$ cat src/design/dwip_pkg.sv
// ----------------------------------------------------------------------------
// dwip_pkg
// Shared types and constants for the dual wheel incremental PID controller.
// ----------------------------------------------------------------------------
`default_nettype none

package dwip_pkg;

  localparam int CfgIndexW = 2;
  localparam int CfgDataW  = 16;
  localparam int DutyW     = 11;
  localparam int AccumW    = 12;
  localparam int IncW      = 14;
  localparam int SumW      = 38;

  localparam logic [CfgIndexW-1:0] REG_GAIN_RATE        = 2'd0;
  localparam logic [CfgIndexW-1:0] REG_GAIN_ANGLE       = 2'd1;
  localparam logic [CfgIndexW-1:0] REG_GAIN_RATE_CHANGE = 2'd2;
  localparam logic [CfgIndexW-1:0] REG_TILT_LIMIT       = 2'd3;

  localparam logic [15:0] GAIN_RATE_RST        = 16'd123;
  localparam logic [15:0] GAIN_ANGLE_RST       = 16'd2458;
  localparam logic [15:0] GAIN_RATE_CHANGE_RST = 16'd819;
  localparam logic [14:0] TILT_LIMIT_RST       = 15'd6400;

  // increment limit of +-20 in units of 2^-19
  localparam logic signed [SumW-1:0] INC_LIMIT = 38'sd10485760;
  localparam logic signed [12:0]     DUTY_MAX  = 13'sd1500;

  typedef struct packed {
    logic signed [15:0] roll_left;
    logic signed [15:0] roll_right;
    logic signed [15:0] rate_left;
    logic signed [15:0] rate_right;
    logic               armed;
  } in_item_t;

  typedef struct packed {
    logic             dir_left;
    logic [DutyW-1:0] duty_left;
    logic             dir_right;
    logic [DutyW-1:0] duty_right;
  } out_item_t;

  typedef struct packed {
    logic [15:0] gain_rate;
    logic [15:0] gain_angle;
    logic [15:0] gain_rate_change;
    logic [14:0] tilt_limit;
  } cfg_t;

  typedef struct packed {
    logic take_in;
    logic armed_in;
    logic adv1;
    logic adv2;
    logic armed2;
  } lane_ctl_t;

  typedef struct packed {
    logic signed [AccumW-1:0] accum;
    logic                     roll_ok;
  } lane_res_t;

endpackage

`default_nettype wire

$ cat src/design/dwip_merge.sv
// ----------------------------------------------------------------------------
// dwip_merge
// Combines both lanes into one result: tilt cutoff, directions and duties.
// ----------------------------------------------------------------------------
`default_nettype none

module dwip_merge (
  input  wire logic                clk,
  input  wire logic                rst,
  input  wire logic                load,
  input  wire logic                armed,
  input  wire dwip_pkg::lane_res_t res_left,
  input  wire dwip_pkg::lane_res_t res_right,
  input  wire logic                out_stall,
  output logic                     out_valid,
  output dwip_pkg::out_item_t      out_item
);

  logic                       dir_left;
  logic                       dir_right;
  logic [dwip_pkg::DutyW-1:0] duty_left;
  logic [dwip_pkg::DutyW-1:0] duty_right;

  logic                                drive;
  logic signed [dwip_pkg::AccumW-1:0]  mag_left;
  logic signed [dwip_pkg::AccumW-1:0]  mag_right;

  always_comb begin
    drive     = armed && res_left.roll_ok && res_right.roll_ok;
    mag_left  = res_left.accum[dwip_pkg::AccumW-1] ? -res_left.accum : res_left.accum;
    mag_right = res_right.accum[dwip_pkg::AccumW-1] ? -res_right.accum : res_right.accum;
  end

  always_ff @(posedge clk) begin
    if (rst) begin
      out_valid <= 1'b0;
      dir_left  <= 1'b0;
      dir_right <= 1'b0;
    end else begin
      if (load) begin
        out_valid <= 1'b1;
      end else if (!out_stall) begin
        out_valid <= 1'b0;
      end
      if (load && drive) begin
        dir_left  <= res_left.accum > 0;
        dir_right <= !(res_right.accum > 0);
      end
    end
  end

  always_ff @(posedge clk) begin
    if (load) begin
      duty_left  <= drive ? mag_left[dwip_pkg::DutyW-1:0] : '0;
      duty_right <= drive ? mag_right[dwip_pkg::DutyW-1:0] : '0;
    end
  end

  assign out_item.dir_left   = dir_left;
  assign out_item.duty_left  = duty_left;
  assign out_item.dir_right  = dir_right;
  assign out_item.duty_right = duty_right;

endmodule

`default_nettype wire

$ cat config.mk
export PLATFORM = sky130hd
export DESIGN_NAME = dwip_merge
export DESIGN_NICKNAME = d
export VERILOG_FILES = /design/src/design/dwip_pkg.sv /design/src/design/dwip_merge.sv
export SDC_FILE = /design/constraint.sdc
export NUM_CORES = 1
export LEC_CHECK = 0
export BUFFER_PORTS_ARGS = -buffer_cell sky130_fd_sc_hd__buf_2
export CAP_MARGIN = 20
export CORE_MARGIN = 4
export CORE_UTILIZATION = 47
export DETAILED_ROUTE_END_ITERATION = 8
export PLACE_DENSITY = 0.76
export RECOVER_POWER = 25
export SLEW_MARGIN = 20
export SYNTH_ARGS = -nofsm -noshare
export SYNTH_HDL_FRONTEND = slang
export SYNTH_SLANG_ARGS = --single-unit
$ cat constraint.sdc
create_clock -name clk -period 2.25 [get_ports clk]
set_input_delay 0.45 -clock clk [delete_from_list [all_inputs] [get_ports clk]]
set_output_delay 0.45 -clock clk [all_outputs]
set_load 0.01 [all_outputs]
After elaboration in Yosys (flattened, before gate mapping)
Index checks and enable logic that the tools add are counted.

Shift-type cells: 0. Add/sub/neg operators: 2. Order comparisons: 2. Divide/modulo/power cells: 0. Reduce and logical (&&, ||, !) cells: 4. Bitwise operators: 0. Multiplexer cells: 4. $mul: 0. Equality and inequality tests: 1.

Operators by type and width (number): 12-bit by 1-bit greater-than comparator with 1-bit output, second input constant (2); 11-bit two-way mux (2); 11-bit negation (2); 1-bit logical AND (3); 1-bit two-way mux (2); 2-bit != test, second input constant (1); 1-bit logical NOT (1).

Word-level logic and storage cells: 18. Latch bits: 0. Memories kept: 0. Input port bits: 31. Bits in registers: 25. Output and inout bits: 25. RAM bits: 0. Bits in read-only memories: 0.

Longest topological paths before layout
Gate-level depths: netlist (run 1).

Word-level depth: 3. Depth in mapped cells: 6. Gate-level depth less buffers: 6.

Worst setup path before layout (run 1)
No wires, ideal clock.

Path type: input to register. Start point: input port res_right[1] (netlist bit). End point: register duty_right[10] (netlist bit) (data pin). Library setup time: 0.266 ns. Path slack: 0.414 ns. Buffers on the path: 0. Arrival: 1.570 ns. Stages: 6. Required time: 1.984 ns. Cell sequence: inv_1 -> ha_1 -> or3b_1 -> o41ai_2 -> xor2_1 -> nor2_1.

Word-level cells in the longest chain between the ends: 2.

Ends and longest elaborated chain: start: declaration (RTL line dwip_merge.sv:13) `input wire dwip_pkg::lane_res_t res_right,`; 11-bit negation (RTL line dwip_merge.sv:31) `mag_right = res_right.accum[dwip_pkg::AccumW-1] ? -res_right.accum : res_right.accum;`; 11-bit two-way mux (RTL line dwip_merge.sv:31); end signal: assignment (RTL line dwip_merge.sv:55) `duty_right <= drive ? mag_right[dwip_pkg::DutyW-1:0] : '0;`; end: declaration (RTL line dwip_merge.sv:22) `logic [dwip_pkg::DutyW-1:0] duty_right;`.

Every way passes these cells. A chain may end at the register's enable or synchronous reset.

Worst setup path in the final report (run 1)
Same ends and word-level chain as after synthesis.

==> results of run 1 <==
state kept, by name, indices dropped and copies added, names as in the netlist:
signal      count
duty_right     11
out_valid       1
duty_left      11
dir_left        1
dir_right       1
kinds of logic (layout without fill, tap and decap cells):
kind of cell | Yosys count | in the layout
compound gates | 22 | 22
xor+xnor | 16 | 16
buf+inv | 10 | 66
simple gates | 45 | 45
fa+ha+maj | 2 | 2
flops | 25 | 25
mux | 2 | 2
report_power, final:
part / leakage (nW) / switching [mW] / total (mW) / internal [mW]
Sequential: 0.234 / 0.00650 / 0.541 / 0.535
Combinational: 0.439 / 0.102 / 0.176 / 0.0741
Clock: 0.0150 / 0.132 / 0.201 / 0.0691
Total: 0.688 / 0.240 / 0.918 / 0.678
synthesized netlist by cell type:
library cell	n
ha_1	2
inv_1	5
a41oi_1	1
xnor2_1	5
or4_4	2
or2_2	1
buf_4	2
a31oi_1	2
nor4_1	1
xor2_1	11
and3_1	1
a211oi_1	1
clkbuf_1	3
nor2_1	24
mux2i_1	2
o41ai_2	2
o41ai_1	2
nand2_1	2
o21ai_0	7
nand3b_1	1
dfxtp_1	3
or3b_1	1
edfxtp_1	22
a21oi_1	5
o31ai_1	2
nand3_1	2
nor3_1	3
nor2b_1	1
or3_1	4
nor3b_1	1
nor4_2	1
critical path, stage by stage:
cell and delay [ns]:
buf_2 0.12, inv_1 0.07, ha_1 0.16, or3b_1 0.43, o41ai_2 0.33, xor2_1 0.17
nor2_1 0.05
cell type report:
cell class	count	area share [%]
well taps	31	2.34
flip-flops and latches	25	43.5
multi-input cells	87	34.5
repair buffers	57	16.9
inverters	5	1.13
clock buffers	4	1.59
path summary, 6_finish.rpt:
kind	depth (start not counted)	slack [ns]	endpoint
worst max-delay path	7	0.51	duty_right[10]$_SDFFCE_PN0P_
worst min register to register	2	0.49	dir_left$_SDFFE_PP0P_
worst min-delay path	2	0.32	out_valid$_SDFFE_PP0P_
worst max register to register	2	1.63	dir_right$_SDFFE_PP0P_
layout by cell type (no fill, tap or decap), drive strengths merged:
cell,instances
and3,1
o31ai,2
a211oi,1
nand3,2
edfxtp,22
nand3b,1
or3,4
nor4,2
mux2i,2
buf,53
a41oi,1
dfxtp,3
xnor2,5
a31oi,2
inv,5
xor2,11
or4,2
nor2,24
ha,2
nor3b,1
or2,1
clkbuf,8
o21ai,7
nor2b,1
nor3,3
nand2,2
a21oi,5
o41ai,4
or3b,1
routing by layer:
metal  GRT usage (%)  wire length, um  part of all wire [%]
met3            2.94              137                   4.7
met5               0                0                     0
met1            17.1             1160                    40
met2            30.1             1570                    54
met4            4.64               20                  0.69
==> results.ini, run 1 <==
[status]
status=complete, no violations

[sta]
fin_ws_ns=0.511
setup-tns-final_ns=0
max_freq_mhz=575
timing_hold_violations_final=0
worst_slew_pin_slew_ns=0.952
holdWs_ns=0.318
final_period_minus_worst_setup_slack_ns=1.74
timing.final.crit_share_pct=77.3
max-slew-margin-rel_pct=36.5
setup_viol_count_final=0
timing_max_transition_violations_final=0
finClkSkew_ns=0
grt_setup_unrepaired=false

[die]
std_cell_rows=19
die_width_um=61.3
core_area_um2=2730
io_pins=56
die_h_um=61.3
dieArea_um2=3760
initial_utilization_pct=48.9

[layout]
final_core_util_pct=60.5
area_taken_by_multi_input_logic_gates_um2=571
finish.net_count=212
post_route_cells_drive_above_1_share_pct=34.8
finalInstanceArea_um2=1660
layout-area-overhead-vs-synth_pct=23.9
instances_no_fill=209
fillCellCount=220
antenna-diode-count=0
register_area_um2=721

[grt]
grt_max_degree=23
grt_pass1_vias=1005
groute.usage.overall_pct=15.6
grt.overflow.total=0
wire_length_of_the_first_global_routing_pass_um=4280
initial_antenna_violation_count=0

[cts]
clock_insertion_delay_worst_skew_ns=0.31
max-clock-path-buffers=2
cts-htree-levels=1
path_clk_slew_ns=0.14
numCtsBuffers=3
post_cts.repair.setup_buffers=0
cts_tree=built
cts_root_buffer=clkbuf_4
cts_hold_buf=0
cts_resized=0
cts.sinks=25

[critical_path]
r2r_start=dir_right$_SDFFE_PP0P_
crit_path_max_fanout=5
worst-endpoint-arrival_ns=1.79
setup.worst_path.start=res_right[1]
endpoint_kind=flip-flop
critical_path_launch_point_type=input port
critical_path_class=in -> reg
worst-endpoint-required_ns=2.30

[yosys]
dominant_combinational_cell_family_by_area_after_synthesis=simple AND/OR/NAND/NOR gates
netlist_instances=122
synth-compound-area-share_pct=11.5
yosysWarnings=0
mappedNetlistArea_um2=1340
synth_adder_area_share_pct=1.87
synth_top_cell_by_area=edfxtp_1
biggest_area_contributors_in_the_synthesized_netlist=edfxtp_1 49%, xor2_1 7.2%, nor2_1 6.7%
yosys.cell_types.count=31
post-synth-top-area-fraction_pct=49.4
syn_avg_cell_area_um2=11.0
ys_seq_elements=25
synthMuxAreaShare_pct=1.50
synthSimpleGateAreaFrac_pct=17.3
yosys.area_share.xor_xnor_pct=10.5
mappedNetlistNets=155
synth-seq-area-share_pct=53.9

[power]
peakVddDrop_mv=0.341
fin_total_pwr_mw=0.918
power.density_nw_per_um2=555
leakage_nw=0.688

[place]
dp_worst_setup_slack_ns=0.197
dp_hpwl_um=2290
placed_area_um2=1640
place_congestion=0.938
place.port_buffers=55
dp_cells=205

[routing]
detail_route.drc_violations=0
route.final.wire_length_um=2890
violation_count_after_the_first_detailed_route_iteration=21
drt-vias-per-instance=5.19
route.vias.total=1085
number_of_iterations_in_the_first_detailed_routing_pass=4
ant_nets=0
wl_per_cell_um=13.8

[worst_hold_path]
timing.hold.worst.class=in -> reg
min_delay_startpoint=rst

[run]
max_cap_viol_count=0

No activity file was read; power rests on OpenSTA's default activity.
==> run 2: changes to the inputs <==
==> constraint.sdc (replaced) <==
create_clock -name clk -period 1.8 [get_ports clk]
set_input_delay 0.36 -clock clk [delete_from_list [all_inputs] [get_ports clk]]
set_output_delay 0.36 -clock clk [all_outputs]
set_load 0.01 [all_outputs]
==> run 2 against run 1 <==
  * Wire length grew 3.3%
  * Clock power grew 29%
  * Hold slack got worse by 0.10 ns
  * Total power is 26% higher
  * Largest power group unchanged
==> results.ini, run 2 (synthesized netlist as in run 1, its figures left out) <==
[status]
status=complete, no violations

[place]
dp_hpwl_um=2280
place_congestion=0.980
dp_worst_setup_slack_ns=-0.167
place.port_buffers=55
dp_cells=207

[layout]
instances_no_fill=211
layout_common_cells=54 x buf_2, 24 x nor2_1, 22 x edfxtp_1
layout_top_registers=duty_left x11, duty_right x11
layout-area-overhead-vs-synth_pct=25.1
layout_commonest_cell=buf_2
finish.net_count=214
antenna-diode-count=0
post_route_cells_drive_above_1_share_pct=36.1

[sta]
max_freq_mhz=609
holdWs_ns=0.218
setup_viol_count_final=0
finClkSkew_ns=0
grt_setup_unrepaired=false
timing_hold_violations_final=0
final_period_minus_worst_setup_slack_ns=1.64
worst_slew_pin_slew_ns=0.922
timing_max_transition_violations_final=0
timing.final.crit_share_pct=91.3
fin_ws_ns=0.157
max-slew-margin-rel_pct=38.5

[die]
dieArea_um2=3760
die_h_um=61.3
std_cell_rows=19
initial_utilization_pct=48.9
io_pins=56
core_area_um2=2730
die_width_um=61.3

[routing]
route.vias.total=1111
detail_route.drc_violations=0
wl_per_cell_um=14.1
route.final.wire_length_um=2980
ant_nets=0
drt-vias-per-instance=5.27
number_of_iterations_in_the_first_detailed_routing_pass=4
violation_count_after_the_first_detailed_route_iteration=50

[critical_path]
r2r_start=dir_right$_SDFFE_PP0P_
worst-endpoint-required_ns=1.86
timing.reg2reg.setup_slack_ns=1.20
crit_path_max_fanout=5
worst_r2r_path_depth=2
critical_path_launch_point_type=input port
worst-endpoint-arrival_ns=1.70
setup.worst_path.start=res_right[1]
endpoint_kind=flip-flop
critical_path_class=in -> reg
worst_setup_path_endpoint=duty_right[10]$_SDFFCE_PN0P_
terminus_of_the_critical_flop_to_flop_path=dir_right$_SDFFE_PP0P_

[grt]
wire_length_of_the_first_global_routing_pass_um=4610
grt_pass1_vias=1075
initial_antenna_violation_count=0
groute.usage.overall_pct=16.7
grt.overflow.total=0
grt_max_degree=23

[power]
peakVddDrop_mv=0.440
power.density_nw_per_um2=694
fin_total_pwr_mw=1.16
leakage_nw=0.700

[worst_hold_path]
timing.hold.worst.class=in -> reg

[cts]
max-clock-path-buffers=2
path_clk_slew_ns=0.14
post_cts.repair.setup_buffers=0
cts_resized=0
cts-htree-levels=1
cts_hold_buf=0
cts_tree=built
numCtsBuffers=3
cts.sinks=25
clock_insertion_delay_worst_skew_ns=0.33
cts_root_buffer=clkbuf_4

[run]
max_cap_viol_count=0

## run 2: worst min path at each step
stage	start	to	slack, ns	depth (start not counted)
2_1_floorplan	rst	out_valid$_SDFFE_PP0P_	0.43	1
3_3_place_gp	out_valid$_SDFFE_PP0P_	out_valid$_SDFFE_PP0P_	0.47	2
3_5_place_dp	dir_left$_SDFFE_PP0P_	dir_left$_SDFFE_PP0P_	0.47	2
4_1_cts	rst	out_valid$_SDFFE_PP0P_	0.21	2
5_1_grt	rst	out_valid$_SDFFE_PP0P_	0.21	2
6_report	rst	out_valid$_SDFFE_PP0P_	0.22	2
## run 2: cell type report
class                   instances  area, um2
repair buffers                 59        297
well taps                      31       38.8
flip-flops and latches         25        721
inverters                       5       18.8
fillers                       224       1060
multi-input cells              87        571
clock buffers                   4       26.3
## run 2: metal layers
| layer | wire, um | part of all wire, % | global-route usage, % | up-vias |
|---|---|---|---|---|
| met2 | 1560 | 52 | 29.5 | 36 |
| met5 | 0 | 0 | 0 | - |
| met1 | 1200 | 40 | 19.9 | 511 |
| met4 | 43 | 1.4 | 5.88 | 0 |
| li1 | - | - | - | 557 |
| met3 | 183 | 6.1 | 3.56 | 7 |
## run 2: metrics by stage
| step | utilization [%] | TNS (ns) | area (um2) |
|---|---|---|---|
| 2_1_floorplan | - | 0 | 1340 |
| 3_3_place_gp | 60.5 | -0.221 | 1650 |
| 3_5_place_dp | 60.5 | -0.440 | 1650 |
| 4_1_cts | 61.5 | 0 | 1680 |
| 5_1_grt | 61.1 | 0 | 1670 |
| 6_report | 61.1 | 0 | 1670 |
## run 2: report_power, final
group	total [mW]	internal [mW]	switching [mW]	leakage [nW]
combinational	0.223	0.0955	0.128	0.451
clock	0.260	0.0868	0.173	0.0150
sequential	0.677	0.669	0.00860	0.234
## run 2: worst max-delay path, stage by stage
cell and delay, ns:
buf_2 0.11, inv_1 0.08, ha_1 0.17, or3b_1 0.43, o41ai_2 0.33, xor2_1 0.17
nor2_1 0.05
==> run 3: changes to the inputs <==
--- a/config.mk
+++ b/config.mk
@@ -8,9 +8,11 @@
 export BUFFER_PORTS_ARGS = -buffer_cell sky130_fd_sc_hd__buf_2
 export CAP_MARGIN = 20
 export CORE_MARGIN = 4
-export CORE_UTILIZATION = 47
+export CORE_UTILIZATION = 49
+export CTS_BUF_LIST = sky130_fd_sc_hd__clkbuf_8
 export DETAILED_ROUTE_END_ITERATION = 8
-export PLACE_DENSITY = 0.76
+export GPL_TIMING_DRIVEN = 0
+export PLACE_DENSITY = 0.79
 export RECOVER_POWER = 25
 export SLEW_MARGIN = 20
 export SYNTH_ARGS = -nofsm -noshare
==> run 3 against run 2 <==
  * Clock power grew 30%
  * Highest routed layer unchanged
  * Hold slack better by 0.084 ns
  * Register-to-register slack lost 0.04 ns
  * Largest cell class unchanged
==> results.ini, run 3 (synthesized netlist as in run 1, its figures left out) <==
[routing]
detail_route.drc_violations=0
route.vias.total=1109
route.final.wire_length_um=2990
wl_per_cell_um=14.2
ant_nets=0
drt-vias-per-instance=5.26
number_of_iterations_in_the_first_detailed_routing_pass=4
violation_count_after_the_first_detailed_route_iteration=52

[die]
io_pins=56
die_width_um=60.2
core_area_um2=2540
std_cell_rows=18
die_h_um=60.2
initial_utilization_pct=52.5
dieArea_um2=3630

[grt]
wire_length_of_the_first_global_routing_pass_um=4660
grt_max_degree=26
initial_antenna_violation_count=0
grt.overflow.total=0
grt_pass1_vias=1079
groute.usage.overall_pct=17.2

[layout]
layout_top_registers=duty_left x11, duty_right x11
layout-area-overhead-vs-synth_pct=27.2
post_route_cells_drive_above_1_share_pct=37.6
layout_commonest_cell=buf_2
instances_no_fill=211
layout_common_cells=55 x buf_2, 24 x nor2_1, 22 x edfxtp_1
finish.net_count=215
finalInstanceArea_um2=1700
final_core_util_pct=66.8
antenna-diode-count=0

[sta]
timing_max_transition_violations_final=0
finClkSkew_ns=0
holdWs_ns=0.303
timing_hold_violations_final=0
max-slew-margin-rel_pct=64.7
setup_viol_count_final=0
grt_setup_unrepaired=false
max_freq_mhz=605
worst_slew_pin_slew_ns=0.529
fin_ws_ns=0.148
final_period_minus_worst_setup_slack_ns=1.65
timing.final.crit_share_pct=91.8
setup-tns-final_ns=0

[critical_path]
worst-endpoint-arrival_ns=1.67
worst-endpoint-required_ns=1.82
crit_path_max_fanout=5
critical_path_launch_point_type=input port
critical_path_class=in -> reg
worst_path_max_delay_cell=or3b_4
critical_path_cell_list=buf_2 -> inv_1 -> ha_1 -> or3b_4 -> o41ai_2 -> xor2_1 -> nor2_1
slowest_delay_ns=0.42
endpoint_kind=flip-flop
path_delay_family=simple AND/OR/NAND/NOR gates
worst-path-buf-inv=2
setup.worst_path.start=res_right[1]
r2r_start=dir_right$_SDFFE_PP0P_

[place]
placed_area_um2=1650
place.port_buffers=55
dp_worst_setup_slack_ns=-0.183
place_congestion=0.841
dp_cells=207
dp_hpwl_um=2440

[cts]
cts_root_buffer=clkbuf_8
cts-htree-levels=1
numCtsBuffers=3
path_clk_slew_ns=0.09
cts_tree=built
clock_insertion_delay_worst_skew_ns=0.27
max-clock-path-buffers=2
cts.sinks=25
post_cts.repair.setup_buffers=0
cts_hold_buf=0

[status]
status=complete, no violations

[power]
power.density_nw_per_um2=729
peakVddDrop_mv=0.557
leakage_nw=0.713
fin_total_pwr_mw=1.24

[worst_hold_path]
min_delay_startpoint=rst
timing.hold.worst.class=in -> reg

[run]
max_cap_viol_count=0

## run 3: cell count changes in the layout (fill, tap and decap cells not counted)
cell	previous run	this run
clkbuf_1	4	3
or3b_1	1	0
clkbuf_4	3	0
buf_2	54	55
clkinvlp_4	0	1
or3b_4	0	1
clkbuf_8	0	3
## run 3: worst paths after layout
check                                                     to  slack (ns)  cells after the start
worst min-delay path                  out_valid$_SDFFE_PP0P_        0.30                      2
worst max-delay path            duty_right[10]$_SDFFCE_PN0P_        0.15                      7
worst min register to register         dir_left$_SDFFE_PP0P_        0.50                      2
worst max register to register        dir_right$_SDFFE_PP0P_        1.16                      2
## run 3: report_power, final
group          switching [mW]  total, mW  internal, mW  leakage [nW]
logic                   0.128      0.224        0.0956         0.458
clock network           0.182      0.338         0.157        0.0217
registers             0.00925      0.678         0.669         0.234
## run 3: cell type report
cell class | count | area [um2]
fillers | 203 | 845
flip-flops and latches | 25 | 721
multi-input cells | 87 | 573
repair buffers | 55 | 275
clock buffers | 3 | 41.3
well taps | 30 | 37.5
plain buffers | 5 | 26.3
inverters | 5 | 18.8
clock inverters | 1 | 7.51
## run 3: repair_timing
item,4_1_cts,5_1_grt
endpoints found under the setup margin,0,1
resized for setup,0,1
endpoints found under the hold margin,0,0
## run 3: per-layer routing
metal,wire length [um],track usage (%)
met1,1190,20.0
met2,1580,31.5
met3,206,3.46
met4,19,5.06
met5,0,0
